[src/rtl/core/lpfd_pkg.sv]
// Types and constants shared by the length-prefixed frame deframer.
// Depends on nothing; imported by length_prefixed_frame_deframer_top.
package lpfd_pkg;

    typedef struct packed {
        logic [7:0] in_byte;
        logic       chunk_end;
    } in_t;

    typedef struct packed {
        logic [7:0] out_byte;
        logic       in_binary;
        logic       frame_first;
        logic       frame_last;
        logic [1:0] error_code;
    } out_t;

    typedef enum logic [1:0] {
        PH_PREFIX  = 2'd0,
        PH_HEADER  = 2'd1,
        PH_BINARY  = 2'd2,
        PH_DISCARD = 2'd3
    } phase_t;

    localparam logic [1:0] ERR_NONE     = 2'd0;
    localparam logic [1:0] ERR_ZERO_HDR = 2'd1;
    localparam logic [1:0] ERR_TOO_LONG = 2'd2;

    localparam logic CFG_MAX_HEADER = 1'b0;
    localparam logic CFG_MAX_BINARY = 1'b1;

    localparam logic [31:0] MAX_HEADER_RESET = 32'd1048576;
    localparam logic [31:0] MAX_BINARY_RESET = 32'd16777216;

    // prefix byte index of the last binary-length byte
    localparam logic [2:0] PREFIX_LAST = 3'd7;

endpackage

[src/rtl/core/length_prefixed_frame_deframer_top.sv]
// Length-prefixed frame deframer, single module.
// Depends on lpfd_pkg for payload structs, phase enum and codes.
//
// Usage:
//   in channel (in_valid/in_ready/in_data): one stream byte per request, with
//   chunk_end marking the last byte of a received chunk. Each frame starts with
//   an 8-byte prefix: big-endian header length, then big-endian binary length.
//   out channel (out_valid/out_ready/out_data): one payload byte per request,
//   tagged header/binary, first and last; or an error request (code 1 for a
//   zero header length, code 2 for a length above its limit), after which the
//   rest of the chunk is dropped. Other prefix bytes and dropped bytes give no request.
//   cfg port: cfg_we writes cfg_data into limit cfg_index (0 header, 1 binary).
//   Output: each accepted byte's result is registered and shown in the next cycle.
//   Throughput: one byte per cycle while in_ready is high; all decoding is one
//   pass of phase, counter and 32-bit compare logic between the input handshake
//   and the output register.
//   Stall: in_ready stays high while the output register is empty or being
//   taken; when the receiver holds out_ready low with a result pending, input
//   stops in that same cycle and resumes once the result is taken.
//   Reset: phase returns to prefix gathering, limits return to 1048576 and
//   16777216, output register empties.
module length_prefixed_frame_deframer_top (
    input  logic            clk,
    input  logic            rst_n,
    input  logic            in_valid,
    output logic            in_ready,
    input  lpfd_pkg::in_t   in_data,
    output logic            out_valid,
    input  logic            out_ready,
    output lpfd_pkg::out_t  out_data,
    input  logic            cfg_we,
    input  logic            cfg_index,
    input  logic [31:0]     cfg_data
);
    import lpfd_pkg::*;

    phase_t      phase_reg, phase_next;
    logic [2:0]  prefix_count_reg, prefix_count_next;
    logic [31:0] header_len_reg, header_len_next;
    logic [31:0] binary_len_reg, binary_len_next;
    logic [31:0] remaining_reg, remaining_next;
    logic [31:0] max_header_reg, max_binary_reg;
    logic        out_valid_reg;
    out_t        out_data_reg;

    logic        in_fire;
    logic        res_valid;
    out_t        res;
    logic [31:0] rem_dec;
    logic        rem_le_one;

    assign in_ready  = !out_valid_reg || out_ready;
    assign in_fire   = in_valid && in_ready;
    assign out_valid = out_valid_reg;
    assign out_data  = out_data_reg;

    assign rem_dec    = remaining_reg - {31'd0, (remaining_reg != 32'd0)};
    assign rem_le_one = (remaining_reg[31:1] == 31'd0);

    always_comb
    begin
        phase_next        = phase_reg;
        prefix_count_next = prefix_count_reg;
        header_len_next   = header_len_reg;
        binary_len_next   = binary_len_reg;
        remaining_next    = remaining_reg;
        res_valid         = 1'b0;
        res               = '0;
        if (in_fire)
        begin
            case (phase_reg)
                PH_PREFIX:
                begin
                    if (!prefix_count_reg[2])
                        header_len_next = {header_len_reg[23:0], in_data.in_byte};
                    else
                        binary_len_next = {binary_len_reg[23:0], in_data.in_byte};
                    prefix_count_next = prefix_count_reg + 3'd1;
                    if (prefix_count_reg == PREFIX_LAST)
                    begin
                        prefix_count_next = 3'd0;
                        if (header_len_next == 32'd0)
                            res.error_code = ERR_ZERO_HDR;
                        else if (header_len_next > max_header_reg ||
                                 binary_len_next > max_binary_reg)
                            res.error_code = ERR_TOO_LONG;
                        if (res.error_code != ERR_NONE)
                        begin
                            res_valid  = 1'b1;
                            phase_next = in_data.chunk_end ? PH_PREFIX : PH_DISCARD;
                        end
                        else
                        begin
                            phase_next     = PH_HEADER;
                            remaining_next = header_len_next;
                        end
                    end
                end
                PH_HEADER:
                begin
                    res_valid       = 1'b1;
                    res.out_byte    = in_data.in_byte;
                    res.frame_first = (remaining_reg == header_len_reg);
                    res.frame_last  = rem_le_one && (binary_len_reg == 32'd0);
                    remaining_next  = rem_dec;
                    if (rem_dec == 32'd0)
                    begin
                        if (binary_len_reg == 32'd0)
                        begin
                            phase_next        = PH_PREFIX;
                            prefix_count_next = 3'd0;
                        end
                        else
                        begin
                            phase_next     = PH_BINARY;
                            remaining_next = binary_len_reg;
                        end
                    end
                end
                PH_BINARY:
                begin
                    res_valid      = 1'b1;
                    res.out_byte   = in_data.in_byte;
                    res.in_binary  = 1'b1;
                    res.frame_last = rem_le_one;
                    remaining_next = rem_dec;
                    if (rem_dec == 32'd0)
                    begin
                        phase_next        = PH_PREFIX;
                        prefix_count_next = 3'd0;
                    end
                end
                default:
                begin
                    if (in_data.chunk_end)
                    begin
                        phase_next        = PH_PREFIX;
                        prefix_count_next = 3'd0;
                    end
                end
            endcase
        end
    end

    always_ff @(posedge clk or negedge rst_n)
    begin
        if (!rst_n)
        begin
            phase_reg        <= PH_PREFIX;
            prefix_count_reg <= 3'd0;
            header_len_reg   <= 32'd0;
            binary_len_reg   <= 32'd0;
            remaining_reg    <= 32'd0;
            out_valid_reg    <= 1'b0;
        end
        else
        begin
            phase_reg        <= phase_next;
            prefix_count_reg <= prefix_count_next;
            header_len_reg   <= header_len_next;
            binary_len_reg   <= binary_len_next;
            remaining_reg    <= remaining_next;
            if (in_ready)
                out_valid_reg <= res_valid;
        end
    end

    always_ff @(posedge clk)
    begin
        if (in_ready)
            out_data_reg <= res;
    end

    always_ff @(posedge clk or negedge rst_n)
    begin
        if (!rst_n)
        begin
            max_header_reg <= MAX_HEADER_RESET;
            max_binary_reg <= MAX_BINARY_RESET;
        end
        else if (cfg_we)
        begin
            case (cfg_index)
                CFG_MAX_HEADER: max_header_reg <= cfg_data;
                CFG_MAX_BINARY: max_binary_reg <= cfg_data;
                default: ;
            endcase
        end
    end

    // payload phases never run with nothing left to count
    a_rem_nonzero: assert property (@(posedge clk) disable iff (!rst_n)
        (phase_reg == PH_HEADER || phase_reg == PH_BINARY) |-> remaining_reg != 32'd0)
        else $error("payload phase with zero remaining count");

    a_discard_count: assert property (@(posedge clk) disable iff (!rst_n)
        (phase_reg != PH_PREFIX) |-> prefix_count_reg == 3'd0)
        else $error("prefix count not cleared outside prefix phase");

    a_prefix_silent: assert property (@(posedge clk) disable iff (!rst_n)
        (in_fire && phase_reg == PH_PREFIX && prefix_count_reg != PREFIX_LAST)
        |=> !out_valid_reg)
        else $error("result produced for a prefix byte");

    a_error_clean: assert property (@(posedge clk) disable iff (!rst_n)
        (out_valid_reg && out_data_reg.error_code != ERR_NONE) |->
        (out_data_reg.out_byte == 8'd0 && !out_data_reg.in_binary &&
         !out_data_reg.frame_first && !out_data_reg.frame_last))
        else $error("error result carries payload fields");

    a_error_exit: assert property (@(posedge clk) disable iff (!rst_n)
        (in_fire && res_valid && res.error_code != ERR_NONE) |=>
        (phase_reg == PH_PREFIX || phase_reg == PH_DISCARD))
        else $error("error did not leave frame phases");

endmodule
[config.mk]
export PLATFORM = sky130hd
export DESIGN_NAME = length_prefixed_frame_deframer_top
export DESIGN_NICKNAME = d
export VERILOG_FILES = /design/src/rtl/core/lpfd_pkg.sv /design/src/rtl/core/length_prefixed_frame_deframer_top.sv
export SDC_FILE = /design/constraint.sdc
export NUM_CORES = 1
export LEC_CHECK = 0
export BUFFER_PORTS_ARGS = -buffer_cell sky130_fd_sc_hd__buf_2
export CAP_MARGIN = 20
export CORE_MARGIN = 4
export CORE_UTILIZATION = 55
export DETAILED_ROUTE_END_ITERATION = 7
export GPL_ROUTABILITY_DRIVEN = 0
export HOLD_SLACK_MARGIN = 0.15
export PLACE_DENSITY = 0.73
export SYNTH_ARGS = -nofsm -noshare
export SYNTH_HDL_FRONTEND = slang
export SYNTH_SLANG_ARGS = --single-unit
[constraint.sdc]
create_clock -name clk -period 10.1 [get_ports clk]
set_clock_uncertainty 0.15 [all_clocks]
set_input_delay 0.505 -clock clk [delete_from_list [all_inputs] [get_ports clk]]
set_output_delay 0.505 -clock clk [all_outputs]
set_load 0.05 [all_outputs]
==> flow_summary.yaml, run 1 <==
run_status:
  status: "completed"
clock_network:
  cts-root-buf: "clkbuf_16"
  cts_max_level: 4
  cts_resized: 0
  clk_latency_ns: 0.44
  clock_sinks: 179
  cts_tree: "yes"
  clk_pin_slew_ns: 0.08
  cts-buffers-inserted: 17
  cts_setup_buffers: 0
  clk_path_buf_depth: 2
placed_design:
  dp_cells: 1455
  pre_cts_slack_ns: 4.49
  dpl_cell_area_um2: 11800
  io_buffers: 61
  hpwl_um: 23900
critical_path:
  critPathKind: "reg -> reg"
  worstPathMaxFanout: 25
  rrSetupSlack_ns: 4.36
  crit_path_end_kind: "flip-flop"
  start_kind: "flip-flop"
  worst_ep_required_time_ns: 10.30
  cp_data_arrival_time_ns: 5.94
timing:
  slew_viol_final: 0
  post-route-period-util_pct: 56.8
  fmax_mhz: 174
  setup_ws_ns: 4.36
  timing.final.setup_violations: 0
  fin_crit_ns: 5.74
  hold_viol: 0
  finalSetupTns_ns: 0
  rsz0062_at_grt: "false"
  max-slew-margin-rel_pct: 26.8
  worstMarginPinSlew_ns: 1.09
pwr:
  leakagePower_nw: 6.17
  power.density_nw_per_um2: 292
  vdd_drop_max_uv: 166
global_route:
  grt_max_degree: 92
  grt_overflow: 0
  grt_usage_pct: 28.3
  grt_first_pass_wirelength_um: 52300
  antenna_found_initial: 0
  grt_pass1_vias: 9282
route:
  vias: 9504
  ant_nets: 0
  wl_per_cell_um: 21.8
  drt-initial-drc-count: 1058
  viasPerCell: 6.28
  drt-total-wl_um: 32900
  first_pass_iters: 7
  drc: 0
run:
  drv_cap: 0
final_layout:
  post-route-cell-area_um2: 12700
  fin_cells: 1513
  post-route-util_pct: 62.6
  antenna_cells: 0
  fillers: 1657
  syn2layout_area_growth_pct: 11.3
  drive_gt1_share_pct: 18.3
  final_nets: 1350
floorplanning:
  num_rows: 52
  die_h_um: 152
  die_x_um: 152
  io_pins: 62
  core_area_um2: 20300
  dieArea_um2: 23100
  start_util_pct: 56.2
synthesis:
  synthArstFlopShare_pct: 92.7
  synth_common_cells: "dfrtp_1 (164), nand2_1 (119), inv_1 (100), mux2_2 (100), o21ai_0 (74)"
  synth_cells: 1185
  syn_area_per_cell_um2: 9.63
  ys_seq_area_share_pct: 39.8
  ys_warn_count: 0
  syn_nets: 1305
  synth_most_common_cell: "dfrtp_1"
  yosysUniqueCellTypes: 69
  synthFlopType: "dfrtp_1"
  netlist_area_um2: 11400
  yosysTopAreaCellShare_pct: 36.0
  synthTopCellsByArea: "dfrtp_1 (36%), mux2_2 (9.9%), ha_1 (8.0%)"
  synth_enable_flop_cells: 13
  ys_seq_elements: 179
  synth_top_cell_by_area: "dfrtp_1"
hold_path:
  min_path_type: "in -> reg"
==> per-stage QoR <==
stage / power [mW] / hold WS [ns]
finish: 3.71 / 0.154
global route: 3.96 / 0.166
CTS: 3.67 / 0.152
detailed placement: 3.01 / 0.345
global placement: 2.97 / 0.337
floorplan: 2.50 / 0.0594
==> layer usage <==
layer	global-route usage [%]	up-vias	part of all wire, %
met5	0	-	0
met4	11.4	0	4.4
met3	7.85	100	9.7
li1	-	4331	-
met1	39.3	4593	42
met2	42.2	480	44
==> critical path: stages, from the launching register on <==
cell and delay, ns:
dfrtp_1 0.48, or4_1 0.61, nor4_1 0.45, nand2b_1 0.20
nor2_1 0.17, nand3_1 0.12, ha_1 0.27, ha_1 0.25
nor4b_1 0.16, and4b_1 0.33, xor2_1 0.19, a2111o_1 0.43
nor4_4 0.46, and2_1 0.94, a31oi_1 0.21, o31ai_2 0.24
==> path summary, 6_finish.rpt <==
path                       cells after the start                              to                     startpoint
max                                           15    remaining_reg[3]$_DFFE_PN0P_  remaining_reg[21]$_DFFE_PN0P_
min                                            3  max_header_reg[23]$_DFFE_PN0P_                   cfg_data[23]
max reg2reg                                   15    remaining_reg[3]$_DFFE_PN0P_  remaining_reg[21]$_DFFE_PN0P_
min reg2reg                                    1   max_binary_reg[3]$_DFFE_PN0P_  max_binary_reg[3]$_DFFE_PN0P_
max in group asynchronous                      4  max_binary_reg[24]$_DFFE_PN1P_                          rst_n
min in group asynchronous                      2           out_valid$_DFFE_PN0N_                          rst_n
==> logic make-up (layout without fill, tap and decap cells) <==
| family | count (synthesis) | count (layout) | share of synthesized area [%] |
|---|---|---|---|
| simple gates | 366 | 366 | 16.9 |
| compound gates | 207 | 207 | 12.1 |
| flops | 179 | 179 | 39.8 |
| buf+inv | 169 | 227 | 5.88 |
| mux | 132 | 132 | 12.7 |
| fa+ha+maj | 73 | 73 | 8.00 |
| xor+xnor | 59 | 59 | 4.53 |
==> report_power, final <==
| group | switching [mW] | internal [mW] |
|---|---|---|
| clock network | 0.304 | 0.347 |
| registers | 0.274 | 0.889 |
| logic | 1.17 | 0.731 |
==> cell type report <==
class / count / area, um2 / share of cell area (%)
repair buffers: 95 / 667 / 5.25
clock inverters: 11 / 93.8 / 0.738
flip-flops and latches: 179 / 4550 / 35.8
clock buffers: 21 / 480 / 3.78
well taps: 270 / 338 / 2.66
multi-input cells: 837 / 6200 / 48.8
inverters: 100 / 375 / 2.95
==> layout by cell type, fill, tap and decap left out, drive strengths merged, types with 7 or more instances in the layout <==
| master | instances |
|---|---|
| edfxtp | 13 |
| nand4 | 26 |
| nor2b | 7 |
| nand2 | 119 |
| or3 | 9 |
| o211ai | 8 |
| nor3 | 24 |
| inv | 104 |
| nand2b | 7 |
| o21ai | 74 |
| mux2 | 100 |
| nor2 | 46 |
| or4 | 10 |
| xor2 | 31 |
| nand3 | 33 |
| a21oi | 42 |
| mux2i | 32 |
| and3 | 13 |
| clkbuf | 21 |
| a21o | 21 |
| xnor2 | 28 |
| buf | 71 |
| dfrtp | 164 |
| dlygate4sd3 | 24 |
| a221o | 23 |
| ha | 73 |
| nor4 | 38 |
==> timing repair <==
| item | CTS | global route |
|---|---|---|
| hold endpoints to repair | 112 | 0 |
| setup endpoints to repair | 0 | 0 |
| hold buffers | 24 | 0 |
Note: power is estimated with default switching activity, not from simulation.
==> run 2: changes to the inputs <==
--- a/config.mk
+++ b/config.mk
@@ -12,7 +12,7 @@
 export DETAILED_ROUTE_END_ITERATION = 7
 export GPL_ROUTABILITY_DRIVEN = 0
 export HOLD_SLACK_MARGIN = 0.15
-export PLACE_DENSITY = 0.73
+export PLACE_DENSITY = 0.76
 export SYNTH_ARGS = -nofsm -noshare
 export SYNTH_HDL_FRONTEND = slang
 export SYNTH_SLANG_ARGS = --single-unit
==> constraint.sdc (replaced) <==
create_clock -name clk -period 4.8 [get_ports clk]
set_clock_uncertainty 0.15 [all_clocks]
set_input_delay 0.24 -clock clk [delete_from_list [all_inputs] [get_ports clk]]
set_output_delay 0.24 -clock clk [all_outputs]
set_load 0.05 [all_outputs]
==> flow_summary.yaml, run 2 (synthesis results as in run 1) <==
global_route:
  grt_max_degree: 91
  grt_first_pass_wirelength_um: 53200
  grt_usage_pct: 28.6
  grt_pass1_vias: 9744
  antenna_found_initial: 0
  grt_overflow: 0
critical_path:
  cp_slowest_cell: "or4_1"
  cp_common_cell: "ha_1"
  cp_data_arrival_time_ns: 4.82
  rrSetupSlack_ns: 0.16
  worst_ep_required_time_ns: 4.99
  critPathKind: "reg -> reg"
  crit_chain: "or4_1, nor4_2, nand2b_1, nor2_1, nand3_1, ha_1, ha_1, nor4b_1, and4b_1, xor2_1, a2111o_1, nor4_4, a22o_2, or3b_4, a22o_1"
  start_kind: "flip-flop"
  path_buf_inv: 0
  worstPathMaxFanout: 6
  cpPeakStageDelay_ns: 0.59
  cpLargestDelayFamily: "simple AND/OR/NAND/NOR gates"
  crit_path_end_kind: "flip-flop"
final_layout:
  regArea_um2: 4550
  final_nets: 1409
  drive_gt1_share_pct: 20.6
  layout_commonest_cell: "dfrtp_1"
  post-route-cell-area_um2: 13200
  multi_input_area_um2: 6210
  final_cell_mix: "dfrtp_1 (163), nand2_1 (119), inv_1 (100), mux2_2 (100), o21ai_0 (74)"
  antenna_cells: 0
  syn2layout_area_growth_pct: 15.9
  fillers: 1566
floorplanning:
  core_area_um2: 20300
  dieArea_um2: 23100
  die_x_um: 152
  start_util_pct: 56.2
  num_rows: 52
  die_h_um: 152
  io_pins: 62
clock_network:
  cts-root-buf: "clkbuf_16"
  cts_tree: "yes"
  cts_max_level: 4
  clk_path_buf_depth: 2
  clock_sinks: 179
  clk_latency_ns: 0.44
  cts-buffers-inserted: 17
  clk_pin_slew_ns: 0.07
run_status:
  status: "completed"
placed_design:
  pre_cts_slack_ns: 0.104
  hpwl_um: 24300
  io_buffers: 61
  dpl_cell_area_um2: 12200
pwr:
  vdd_drop_max_uv: 333
  power.density_nw_per_um2: 621
  leakagePower_nw: 6.48
timing:
  hold_viol: 0
  slew_viol_final: 0
  worstMarginPinSlew_ns: 0.915
  timing.final.setup_violations: 0
  setup_ws_ns: 0.165
  fin_crit_ns: 4.64
  post-route-period-util_pct: 96.6
  fmax_mhz: 216
  finalSetupTns_ns: 0
  rsz0062_at_grt: "false"
  max-slew-margin-rel_pct: 39.0
route:
  drt-total-wl_um: 33600
  vias: 9910
  first_pass_iters: 8
  drc: 0
  ant_nets: 0
  viasPerCell: 6.30
  wl_per_cell_um: 21.3
  drt-initial-drc-count: 1322
hold_path:
  min_path_type: "in -> reg"
run:
  drv_cap: 0
run 2: power breakdown:
group	switching, mW	internal, mW
Sequential	0.453	1.87
Clock	0.620	0.833
Combinational	2.68	1.75
Total	3.76	4.45
run 2: worst paths after layout:
path	startpoint	end	cells past startpoint
hold reg to reg	max_binary_reg[25]$_DFFE_PN0P_	max_binary_reg[25]$_DFFE_PN0P_	1
max in group asynchronous	rst_n	max_binary_reg[24]$_DFFE_PN1P_	3
setup reg to reg	remaining_reg[23]$_DFFE_PN0P_	prefix_count_reg[0]$_DFFE_PN0P_	15
min in group asynchronous	rst_n	out_valid$_DFFE_PN0N_	2
hold / removal	out_ready	out_valid$_DFFE_PN0N_	4
setup / recovery	remaining_reg[23]$_DFFE_PN0P_	prefix_count_reg[0]$_DFFE_PN0P_	15
run 2: layout make-up:
class / count / share of cell area (%)
clock inverter: 13 / 1.19
clock buffer: 19 / 3.35
tap: 270 / 2.55
timing repair buffer: 154 / 8.73
inverter: 100 / 2.84
sequential: 179 / 34.4
multi-input combinational: 837 / 46.9
run 2: stage by stage:
| stage | hold WS, ns | power, mW | utilization [%] | std cells |
|---|---|---|---|---|
| floorplan | -0.206 | 5.26 | - | 1185 |
| global placement | 0.226 | 6.48 | 60.1 | 1497 |
| detailed placement | 0.224 | 6.56 | 60.1 | 1497 |
| CTS | 0.195 | 8.07 | 65.1 | 1572 |
| global route | 0.243 | 8.66 | 65.2 | 1572 |
| finish | 0.193 | 8.21 | 65.2 | 1572 |
run 2: repair_timing:
action                     4_1_cts  5_1_grt
hold endpoints to repair       175        0
setup buffers                    0        0
setup endpoints to repair        0       22
gates resized for setup          0        1
hold buffers                    43        0
run 2: worst register-to-register path, delay by kind of cell (launching register included):
family	cells	cell delay [ns]
simple gates	9	2.31
xor+xnor	1	0.19
fa+ha+maj	2	0.52
flops	1	0.42
compound gates	3	0.92
run 2: layer usage:
layer / up-vias / global-route usage (%) / share of wire [%]
li1: 4439 / - / -
met1: 4806 / 38.6 / 40
met2: 538 / 44.8 / 45
met3: 127 / 7.03 / 9.9
met4: 0 / 11.4 / 4.5
met5: - / 0 / 0
